$ cat config.mk
export PLATFORM = sky130hd
export DESIGN_NAME = linear_probe_hash_table_core_flat
export DESIGN_NICKNAME = d
export VERILOG_FILES = /design/src/lph_pkg.sv /design/src/lph_if.sv /design/src/linear_probe_hash_table_core.sv /design/src/lph_ctrl.sv /design/src/lph_dp.sv /design/src/flat_wrapper.sv
export SDC_FILE = /design/constraint.sdc
export NUM_CORES = 1
export LEC_CHECK = 0
export BUFFER_PORTS_ARGS = -buffer_cell sky130_fd_sc_hd__buf_4
export CAP_MARGIN = 20
export CORE_UTILIZATION = 30
export CTS_BUF_LIST = sky130_fd_sc_hd__clkbuf_16
export CTS_CLUSTER_SIZE = 25
export DETAILED_ROUTE_END_ITERATION = 8
export SETUP_SLACK_MARGIN = 0.2
export SLEW_MARGIN = 20
export SYNTH_ARGS = -nofsm -noshare
export SYNTH_HDL_FRONTEND = slang
export SYNTH_SLANG_ARGS = --single-unit
$ cat constraint.sdc
create_clock -name i_clk -period 10.7 [get_ports i_clk]
set_input_delay 2.675 -clock i_clk [delete_from_list [all_inputs] [get_ports i_clk]]
set_output_delay 2.675 -clock i_clk [all_outputs]
set_load 0.05 [all_outputs]
$ cat src/lph_pkg.sv
// Package for the linear-probe hash table: field widths, operation,
// status and slot-tag codes, and the controller/datapath structs.
// Depends on nothing; every other file of the block imports it.
`timescale 1ns / 1ps

package lph_pkg;

    // Default number of slots.
    localparam int DEF_TABLE_SIZE = 16;

    // Widths of the word fields.
    localparam int KIND_W    = 2;
    localparam int KEY_W     = 64;
    localparam int HASH_W    = 31;
    localparam int STATUS_W  = 2;
    localparam int SLOT_W    = 4;
    localparam int ENTRIES_W = 5;

    // Operation codes carried in the kind field.
    typedef enum logic [KIND_W-1:0] {
        KIND_INSERT = 2'd0,
        KIND_DELETE = 2'd1,
        KIND_SEARCH = 2'd2
    } t_kind;

    // Result status codes.
    typedef enum logic [STATUS_W-1:0] {
        ST_OK        = 2'd0,
        ST_NOT_FOUND = 2'd1,
        ST_FULL      = 2'd2
    } t_status;

    // Per-slot tag.
    typedef enum logic [1:0] {
        TAG_EMPTY   = 2'd0,
        TAG_LIVE    = 2'd1,
        TAG_DELETED = 2'd2
    } t_tag;

    // Commands from the controller to the datapath.
    typedef struct packed {
        logic ready;
        logic clear;
        logic home_step;
        logic read_first;
        logic probe;
        logic finish;
    } t_lph_cmd;

    // Status from the datapath to the controller.
    typedef struct packed {
        logic clr_done;
        logic req_valid;
        logic req_kind_ok;
        logic mod_needed;
        logic home_done;
        logic probe_hit;
        logic probe_miss;
        logic out_free;
    } t_lph_stat;

endpackage

$ cat src/lph_if.sv
// Handshake interfaces for the request and response channels.
// Depends on lph_pkg for the field widths.
`timescale 1ns / 1ps

interface lph_req_if import lph_pkg::*; ();
    logic              valid;
    logic              ready;
    logic [KIND_W-1:0] kind;
    logic [KEY_W-1:0]  key;
    logic [HASH_W-1:0] hash_value;

    modport source (output valid, kind, key, hash_value, input ready);
    modport sink   (input valid, kind, key, hash_value, output ready);
endinterface

interface lph_rsp_if import lph_pkg::*; ();
    logic                 valid;
    logic                 ready;
    logic [STATUS_W-1:0]  status;
    logic [SLOT_W-1:0]    slot_index;
    logic [ENTRIES_W-1:0] entries;

    modport source (output valid, status, slot_index, entries, input ready);
    modport sink   (input valid, status, slot_index, entries, output ready);
endinterface

$ cat src/linear_probe_hash_table_core.sv
// Channel  Dir  Word fields                      Handshake
// i_req    in   kind[1:0] key[63:0] hash[30:0]   i_req.valid / i_req.ready
// o_rsp    out  status[1:0] slot[3:0] ent[4:0]   o_rsp.valid / o_rsp.ready
//
// One word is processed at a time. An operation probes 1 to TABLE_SIZE
// slots; with a table size that is not a power of two, the home-slot
// remainder is computed before probing begins. Probing reads
// one slot per cycle from the tag and key memories.
// After reset a clearing pass empties the tag memory; no word is accepted
// until it ends. A stalled response holds the block in its write-back step;
// the next request is taken once the response is free.
// Top level of the linear-probe hash table: controller plus datapath.
// Depends on lph_pkg, lph_if, lph_ctrl and lph_dp.
`timescale 1ns / 1ps

module linear_probe_hash_table_core import lph_pkg::*; #(
    parameter int TABLE_SIZE = DEF_TABLE_SIZE
) (
    input  logic      i_clk,
    input  logic      i_rst_n,
    lph_req_if.sink   i_req,
    lph_rsp_if.source o_rsp
);

    t_lph_cmd  cmd;
    t_lph_stat stat;

    // Sequencer.
    lph_ctrl u_ctrl (
        .i_clk   (i_clk),
        .i_rst_n (i_rst_n),
        .i_stat  (stat),
        .o_cmd   (cmd)
    );

    // Memories and arithmetic.
    lph_dp #(
        .TABLE_SIZE (TABLE_SIZE)
    ) u_dp (
        .i_clk   (i_clk),
        .i_rst_n (i_rst_n),
        .i_req   (i_req),
        .o_rsp   (o_rsp),
        .i_cmd   (cmd),
        .o_stat  (stat)
    );

`ifndef SYNTHESIS
    // An accepted request keeps the block busy for at least the next cycle.
    a_busy_after_accept: assert property (@(posedge i_clk) disable iff (!i_rst_n)
        (i_req.valid && i_req.ready) |=> !i_req.ready)
        else $error("request accepted on two consecutive cycles");

    // Write-back with a free response slot always presents a response word.
    a_finish_loads_rsp: assert property (@(posedge i_clk) disable iff (!i_rst_n)
        (cmd.finish && stat.out_free) |=> o_rsp.valid)
        else $error("write-back did not present a response word");

    // A failed operation reports slot zero.
    a_fail_slot_zero: assert property (@(posedge i_clk) disable iff (!i_rst_n)
        (o_rsp.valid && (o_rsp.status != ST_OK)) |-> (o_rsp.slot_index == '0))
        else $error("failed operation reported a nonzero slot");
`endif

endmodule

$ cat src/lph_ctrl.sv
// Controller of the hash table: one-hot state machine that sequences the
// clearing pass, home-slot reduction, probing and result write-back.
// Depends on lph_pkg for the command and status structs.
`timescale 1ns / 1ps

module lph_ctrl import lph_pkg::*; (
    input  logic      i_clk,
    input  logic      i_rst_n,
    input  t_lph_stat i_stat,
    output t_lph_cmd  o_cmd
);

    typedef enum logic [5:0] {
        S_CLEAR  = 6'b000001,
        S_IDLE   = 6'b000010,
        S_HOME   = 6'b000100,
        S_READ   = 6'b001000,
        S_PROBE  = 6'b010000,
        S_FINISH = 6'b100000
    } t_state;

    t_state r_state;
    t_state n_state;

    // Next-state logic.
    always_comb begin
        n_state = r_state;
        case (r_state)
            S_CLEAR: begin
                if (i_stat.clr_done) begin
                    n_state = S_IDLE;
                end
            end
            S_IDLE: begin
                if (i_stat.req_valid) begin
                    if (!i_stat.req_kind_ok) begin
                        n_state = S_FINISH;
                    end else if (i_stat.mod_needed) begin
                        n_state = S_HOME;
                    end else begin
                        n_state = S_READ;
                    end
                end
            end
            S_HOME: begin
                if (i_stat.home_done) begin
                    n_state = S_READ;
                end
            end
            S_READ: begin
                n_state = S_PROBE;
            end
            S_PROBE: begin
                if (i_stat.probe_hit || i_stat.probe_miss) begin
                    n_state = S_FINISH;
                end
            end
            S_FINISH: begin
                if (i_stat.out_free) begin
                    n_state = S_IDLE;
                end
            end
            default: begin
                n_state = S_CLEAR;
            end
        endcase
    end

    // State register; reset starts the clearing pass.
    always_ff @(posedge i_clk) begin
        if (!i_rst_n) begin
            r_state <= S_CLEAR;
        end else begin
            r_state <= n_state;
        end
    end

    // Commands follow the state directly.
    always_comb begin
        o_cmd.ready      = (r_state == S_IDLE);
        o_cmd.clear      = (r_state == S_CLEAR);
        o_cmd.home_step  = (r_state == S_HOME);
        o_cmd.read_first = (r_state == S_READ);
        o_cmd.probe      = (r_state == S_PROBE);
        o_cmd.finish     = (r_state == S_FINISH);
    end

endmodule

$ cat src/lph_dp.sv
// Datapath of the hash table: slot tag and key memories, reciprocal home-slot
// remainder unit, probe pointer, entry counter and response register.
// Depends on lph_pkg and the lph_req_if / lph_rsp_if interfaces.
`timescale 1ns / 1ps

module lph_dp import lph_pkg::*; #(
    parameter int TABLE_SIZE = DEF_TABLE_SIZE
) (
    input  logic         i_clk,
    input  logic         i_rst_n,
    lph_req_if.sink      i_req,
    lph_rsp_if.source    o_rsp,
    input  t_lph_cmd     i_cmd,
    output t_lph_stat    o_stat
);

    localparam int IDX_W    = $clog2(TABLE_SIZE);
    localparam int CNT_W    = $clog2(TABLE_SIZE + 1);
    localparam int MODCNT_W = 2;
    localparam int QM_W     = HASH_W + IDX_W + 1;
    localparam bit POW2     = ((TABLE_SIZE & (TABLE_SIZE - 1)) == 0);
    localparam logic [IDX_W-1:0]    LAST_IDX    = IDX_W'(TABLE_SIZE - 1);
    localparam logic [MODCNT_W-1:0] LAST_MODCNT = MODCNT_W'(2);
    localparam logic [HASH_W-1:0]   RECIP       = HASH_W'((64'd1 << HASH_W) / TABLE_SIZE);
    localparam logic [HASH_W-1:0]   SIZE_HASH   = HASH_W'(TABLE_SIZE);

    // Slot memories with registered read data.
    t_tag              r_tag_mem [TABLE_SIZE];
    logic [KEY_W-1:0]  r_key_mem [TABLE_SIZE];
    t_tag              r_tag_q;
    logic [KEY_W-1:0]  r_key_q;

    // Per-operation registers.
    logic [KIND_W-1:0]   r_kind;
    logic [KEY_W-1:0]    r_key;
    logic [IDX_W-1:0]    r_probe;
    logic [IDX_W-1:0]    r_cur;
    logic [IDX_W-1:0]    r_count;
    logic [HASH_W-1:0]   r_mod_hash;
    logic [HASH_W-1:0]   r_mod_q;
    logic [MODCNT_W-1:0] r_mod_cnt;
    t_status             r_res_status;
    logic [IDX_W-1:0]    r_res_slot;

    // Table-wide and response registers.
    logic [IDX_W-1:0]     r_clr_addr;
    logic [CNT_W-1:0]     r_entries;
    logic [CNT_W-1:0]     n_entries;
    logic                 r_out_valid;
    logic [STATUS_W-1:0]  r_out_status;
    logic [SLOT_W-1:0]    r_out_slot;
    logic [ENTRIES_W-1:0] r_out_entries;

    logic                  accept;
    logic                  is_ins;
    logic                  is_del;
    logic [2*HASH_W-1:0]   mod_prod;
    logic [QM_W-1:0]       mod_qm;
    logic [HASH_W-1:0]     mod_diff;
    logic [HASH_W-1:0]     mod_rem;
    logic [IDX_W-1:0]      probe_next;
    logic                  key_eq;
    logic                  stop_ok;
    logic                  stop_empty;
    logic                  out_free;
    logic                  do_write;
    logic                  tag_we;
    logic [IDX_W-1:0]      wr_addr;
    t_tag                  wr_tag;
    logic [31:0]           slot_ext;
    logic [31:0]           entries_ext;

    assign accept = i_req.valid && i_cmd.ready;
    assign is_ins = (r_kind == KIND_INSERT);
    assign is_del = (r_kind == KIND_DELETE);

    // Home-slot remainder in three steps: the quotient estimate from the
    // reciprocal is low by at most one, so the remainder needs one
    // compare and subtract at the end.
    assign mod_prod = (2*HASH_W)'(r_mod_hash) * (2*HASH_W)'(RECIP);
    assign mod_qm   = QM_W'(r_mod_q) * QM_W'(TABLE_SIZE);
    assign mod_diff = r_mod_hash - r_mod_q;
    assign mod_rem  = (mod_diff >= SIZE_HASH) ? (mod_diff - SIZE_HASH) : mod_diff;

    // Probe pointer advances one slot and wraps at the table end.
    assign probe_next = (r_probe == LAST_IDX) ? '0 : (r_probe + 1'b1);

    // Decide on the slot whose tag and key were just read.
    assign key_eq     = (r_key_q == r_key);
    assign stop_ok    = is_ins ? (r_tag_q != TAG_LIVE) : ((r_tag_q == TAG_LIVE) && key_eq);
    assign stop_empty = !is_ins && (r_tag_q == TAG_EMPTY);

    assign out_free = !r_out_valid || o_rsp.ready;
    assign do_write = i_cmd.finish && out_free && (r_res_status == ST_OK)
                      && (is_ins || is_del);

    // Memory write port: clearing pass or result write-back.
    assign tag_we  = i_cmd.clear || do_write;
    assign wr_addr = i_cmd.clear ? r_clr_addr : r_res_slot;
    assign wr_tag  = i_cmd.clear ? TAG_EMPTY : (is_ins ? TAG_LIVE : TAG_DELETED);

    // Entry count after this operation.
    always_comb begin
        n_entries = r_entries;
        if (do_write && is_ins) begin
            n_entries = r_entries + 1'b1;
        end else if (do_write && is_del && (r_entries != '0)) begin
            n_entries = r_entries - 1'b1;
        end
    end

    assign slot_ext    = 32'(r_res_slot);
    assign entries_ext = 32'(n_entries);

    // Tag memory.
    always_ff @(posedge i_clk) begin
        if (tag_we) begin
            r_tag_mem[wr_addr] <= wr_tag;
        end
        r_tag_q <= r_tag_mem[r_probe];
    end

    // Key memory.
    always_ff @(posedge i_clk) begin
        if (do_write && is_ins) begin
            r_key_mem[r_res_slot] <= r_key;
        end
        r_key_q <= r_key_mem[r_probe];
    end

    // Control registers.
    always_ff @(posedge i_clk) begin
        if (!i_rst_n) begin
            r_out_valid <= 1'b0;
            r_entries   <= '0;
            r_clr_addr  <= '0;
            r_count     <= '0;
            r_mod_cnt   <= '0;
        end else begin
            if (i_cmd.clear) begin
                r_clr_addr <= r_clr_addr + 1'b1;
            end
            if (accept) begin
                r_count   <= '0;
                r_mod_cnt <= '0;
            end
            if (i_cmd.home_step) begin
                r_mod_cnt <= r_mod_cnt + 1'b1;
            end
            if (i_cmd.probe && !o_stat.probe_hit && !o_stat.probe_miss) begin
                r_count <= r_count + 1'b1;
            end
            r_entries <= n_entries;
            if (i_cmd.finish && out_free) begin
                r_out_valid <= 1'b1;
            end else if (o_rsp.ready) begin
                r_out_valid <= 1'b0;
            end
        end
    end

    // Operation payload registers.
    always_ff @(posedge i_clk) begin
        if (accept) begin
            r_kind       <= i_req.kind;
            r_key        <= i_req.key;
            r_probe      <= i_req.hash_value[IDX_W-1:0];
            r_mod_hash   <= i_req.hash_value;
            r_res_status <= ST_NOT_FOUND;
            r_res_slot   <= '0;
        end
        if (i_cmd.home_step) begin
            if (r_mod_cnt == '0) begin
                r_mod_q <= mod_prod[2*HASH_W-1:HASH_W];
            end else if (o_stat.home_done) begin
                r_probe <= mod_rem[IDX_W-1:0];
            end else begin
                r_mod_q <= mod_qm[HASH_W-1:0];
            end
        end
        if (i_cmd.read_first) begin
            r_cur   <= r_probe;
            r_probe <= probe_next;
        end
        if (i_cmd.probe) begin
            if (o_stat.probe_hit) begin
                r_res_status <= ST_OK;
                r_res_slot   <= r_cur;
            end else if (o_stat.probe_miss) begin
                r_res_status <= is_ins ? ST_FULL : ST_NOT_FOUND;
            end else begin
                r_cur   <= r_probe;
                r_probe <= probe_next;
            end
        end
        if (i_cmd.finish && out_free) begin
            r_out_status  <= r_res_status;
            r_out_slot    <= slot_ext[SLOT_W-1:0];
            r_out_entries <= entries_ext[ENTRIES_W-1:0];
        end
    end

    // Status toward the controller.
    always_comb begin
        o_stat.clr_done    = (r_clr_addr == LAST_IDX);
        o_stat.req_valid   = i_req.valid;
        o_stat.req_kind_ok = (i_req.kind == KIND_INSERT) || (i_req.kind == KIND_DELETE)
                             || (i_req.kind == KIND_SEARCH);
        o_stat.mod_needed  = !POW2;
        o_stat.home_done   = (r_mod_cnt == LAST_MODCNT);
        o_stat.probe_hit   = stop_ok;
        o_stat.probe_miss  = !stop_ok && (stop_empty || (r_count == LAST_IDX));
        o_stat.out_free    = out_free;
    end

    // Channel ports.
    assign i_req.ready      = i_cmd.ready;
    assign o_rsp.valid      = r_out_valid;
    assign o_rsp.status     = r_out_status;
    assign o_rsp.slot_index = r_out_slot;
    assign o_rsp.entries    = r_out_entries;

endmodule

$ cat src/flat_wrapper.sv
// flat-port wrapper written by rule: the top's interface ports become plain ports
module linear_probe_hash_table_core_flat import lph_pkg::*;
#(
    parameter int TABLE_SIZE = DEF_TABLE_SIZE
)
  (i_clk, i_rst_n, i_req_valid, i_req_kind, i_req_key, i_req_hash_value, i_req_ready, o_rsp_valid, o_rsp_status, o_rsp_slot_index, o_rsp_entries, o_rsp_ready);
  lph_req_if i_req_i ();
  lph_rsp_if o_rsp_i ();
  input  logic i_clk;
  input  logic i_rst_n;
  input wire logic [$bits(i_req_i.valid)-1:0] i_req_valid;
  input wire logic [$bits(i_req_i.kind)-1:0] i_req_kind;
  input wire logic [$bits(i_req_i.key)-1:0] i_req_key;
  input wire logic [$bits(i_req_i.hash_value)-1:0] i_req_hash_value;
  output wire logic [$bits(i_req_i.ready)-1:0] i_req_ready;
  output wire logic [$bits(o_rsp_i.valid)-1:0] o_rsp_valid;
  output wire logic [$bits(o_rsp_i.status)-1:0] o_rsp_status;
  output wire logic [$bits(o_rsp_i.slot_index)-1:0] o_rsp_slot_index;
  output wire logic [$bits(o_rsp_i.entries)-1:0] o_rsp_entries;
  input wire logic [$bits(o_rsp_i.ready)-1:0] o_rsp_ready;
  assign i_req_i.valid = i_req_valid;
  assign i_req_i.kind = i_req_kind;
  assign i_req_i.key = i_req_key;
  assign i_req_i.hash_value = i_req_hash_value;
  assign i_req_ready = i_req_i.ready;
  assign o_rsp_valid = o_rsp_i.valid;
  assign o_rsp_status = o_rsp_i.status;
  assign o_rsp_slot_index = o_rsp_i.slot_index;
  assign o_rsp_entries = o_rsp_i.entries;
  assign o_rsp_i.ready = o_rsp_ready;
  linear_probe_hash_table_core #(.TABLE_SIZE(TABLE_SIZE)) u_core (.i_clk(i_clk), .i_rst_n(i_rst_n), .i_req(i_req_i), .o_rsp(o_rsp_i));
endmodule
==> impl_metrics.tcl <==
set metrics [dict create \
    whs_ps 481 \
    r2r_end "u_core.u_dp.r_key_mem[15][0]" \
    reg2regPathDepth 7 \
    place_area_um2 49100 \
    gp_congestion 0.832 \
    cts.sinks 1232 \
    nets 2238 \
    finalCriticalPeriod_ps 5890 \
    hold_violations 0 \
    leakagePower_nw 16.4 \
    irDropWorstVdd_mv 0.158 \
    tns_ps 0 \
    clockRootBuffer "clkbuf_16" \
    synthesis.nets 2074 \
    clkLatencyLatePin_ps 730 \
    layout-drive-gt1-share_pct 29.7 \
    synth-main-ff-cell "edfxtp_1" \
    dpl.cell_count 4040 \
    clkSlewWorstSetupHoldPaths_ps 60 \
    synth_area_um2 45800 \
    path_max_fanout 30 \
    synth.area.top_cells "edfxtp_1 (74%), mux4_2 (16%), dfxtp_1 (4.3%)" \
    maxCapViolations 0 \
    portBuffers 86 \
    start_util_pct 30.2 \
    ys_types 65 \
    dr.pass1.iters 5 \
    setup_ws_ps 4810 \
    wirelength_um 103000 \
    postSynthCellCount 1968 \
    skew_ps 28.5 \
    synth_edf_count 1133 \
    worstSetupPathType "primary input to flop" \
    yosysMostFrequentCell "edfxtp_1" \
    drtIter0Drc 2066 \
    async_reset_ff_share_pct 0 \
    final_cell_area_um2 52900 \
    r2r_setup_slack_ps 6120 \
    ys_warn_count 0 \
    hp-start "u_core.u_dp.r_cur[3]" \
    multiInputGateArea_um2 9540 \
    fin_crit_sh_pct 55.0 \
    ys_ff_latch 1232 \
    grt_usage_pct 13.3 \
    holdPathStages 2 \
    rows 143 \
    powerDensity_nw_per_um2 178 \
    synth_top_cell_by_area "edfxtp_1" \
    tightest_slew_ps 1320 \
    drc_errors 0 \
    maxSlewViolCount 0 \
    grt_max_degree 165 \
    fmax_mhz 170 \
    antenna_found_initial 3 \
    rsz0062_at_grt "false" \
    dp_hpwl_um 55000 \
    fin_cells 4266 \
    cts_buffers 119 \
    dieArea_um2 154000 \
    cts_tree "done" \
    cts_resized 0 \
    worstPathRequired_ps 11050 \
    ctsHoldBuffers 0 \
    routed_via_density 4.82 \
    ant_nets 0 \
    rr_startpoint "u_core.u_ctrl.r_state[5]" \
    seq_area_um2 36000 \
    grt.overflow.total 0 \
    via_count 20563 \
    grt_pass1_wl_um 149000 \
    die_x_um 393 \
    htreeDepth 3 \
    die_h_um 393 \
    finalSetupViolations 0 \
    postCtsSetupRepairBufs 0 \
    areaGrowthSynthToFinish_pct 15.4 \
    critical_path_arrival_ps 6230 \
    seq_area_frac_synth_pct 78.5 \
    end_kind "flop" \
    hold_class "flop to flop" \
    grt_pass1_vias 21328 \
    synth_top_cell_area_share_pct 74.2 \
    clock_path_buffers 3 \
    io_pins 114 \
    core_area_um2 152000 \
    dpl_worst_slack_ps 4110 \
    outcome "completed" \
    critPathLaunchType "primary input" \
    synth_common_cells "edfxtp_1 (1133), mux4_2 (330), dfxtp_1 (99)" \
    wl_per_cell_um 24.1 \
    whs_endpoint "u_core.u_dp.r_res_slot[3]" \
    syn_avg_cell_area_um2 23.3 \
    fill_cells 13949 \
    relSlewSlack_pct 12.0 \
]
## final cells by class
type	instances	share of cell area (%)
Tap cell	2030	4.80
Antenna cell	1	0.00473
Multi-Input combinational cell	632	18.0
Clock buffer	122	5.77
Inverter	19	0.140
Clock inverter	102	1.32
Sequential cell	1232	68.1
Timing Repair Buffer	128	1.86
## worst max-delay path by stage
stage,startpoint,cells past startpoint,endpoint,slack (ps)
6_report,o_rsp_ready,8,u_core.u_dp.r_key_mem[15][0],4810
3_3_place_gp,o_rsp_ready,8,u_core.u_dp.r_key_mem[15][48],4180
4_1_cts,o_rsp_ready,8,u_core.u_dp.r_key_mem[15][36],4880
2_1_floorplan,o_rsp_ready,5,u_core.u_dp.r_key_mem[6][0],1930
3_5_place_dp,o_rsp_ready,8,u_core.u_dp.r_key_mem[15][48],4110
5_1_grt,o_rsp_ready,8,u_core.u_dp.r_key_mem[15][36],4730
## sequential cells by signal, summed over array words and instances (netlist names), 4 cells and up
register	flops
u_core.u_dp.r_cur	4
u_core.u_dp.o_rsp.slot_index	4
u_core.u_ctrl.r_state	5
u_core.u_dp.r_res_slot	4
u_core.u_dp.r_count	4
u_core.u_dp.o_rsp.entries	5
u_core.u_dp.r_tag_mem	32
u_core.u_dp.r_key_q	64
u_core.u_dp.r_entries	5
u_core.u_dp.r_probe	4
u_core.u_dp.r_key_mem	1024
u_core.u_dp.r_key	64
u_core.u_dp.r_clr_addr	4
## worst max-delay path, stage by stage
cell,delay [ps]
buf_4,80
and2b_2,260
or4_4,540
nor3_4,370
nand3_1,420
nor2_4,720
buf_4,510
buf_4,600
## power by group
| group | internal (mW) | switching (mW) |
|---|---|---|
| Sequential | 5.22 | 0.0153 |
| Combinational | 0.0598 | 0.0989 |
| Clock | 2.21 | 1.79 |
| Total | 7.49 | 1.91 |
## cell usage in the layout (no fill, tap or decap), types with 26 or more instances in the layout
| cell type | synthesis | routed |
|---|---|---|
| edfxtp_1 | 1133 | 1133 |
| mux4_2 | 330 | 330 |
| buf_4 | 1 | 125 |
| clkbuf_16 | 0 | 122 |
| dfxtp_1 | 99 | 95 |
| xor2_1 | 48 | 48 |
| nor2_1 | 53 | 41 |
| inv_1 | 18 | 41 |
| clkinv_2 | 0 | 30 |
| clkinv_1 | 0 | 26 |
## metal layers
metal  share of wire (%)  routed length [µm]  up-vias  track usage, %
li1                    -                   -     8658               -
met1                  43               44100    11043            18.4
met2                  48               49300      708            21.4
met3                 7.0                7190      152            2.88
met4                 2.0                2030        2            3.30
met5               0.019                  20        -               0
## cells by family after synthesis
group,synth area share (%)
fa+ha+maj,0.136
flops,78.5
simple gates,1.85
compound gates,1.09
mux,16.4
buf+inv,0.895
xor+xnor,1.13
## stage by stage
stage | power [mW] | utilization, %
after global routing | 9.68 | 34.9
after floorplan | 5.43 | -
after global placement | 5.49 | 32.4
after CTS | 9.49 | 34.9
after detailed placement | 5.49 | 32.4
final | 9.40 | 34.9
Note: power is estimated with default switching activity, not from simulation.
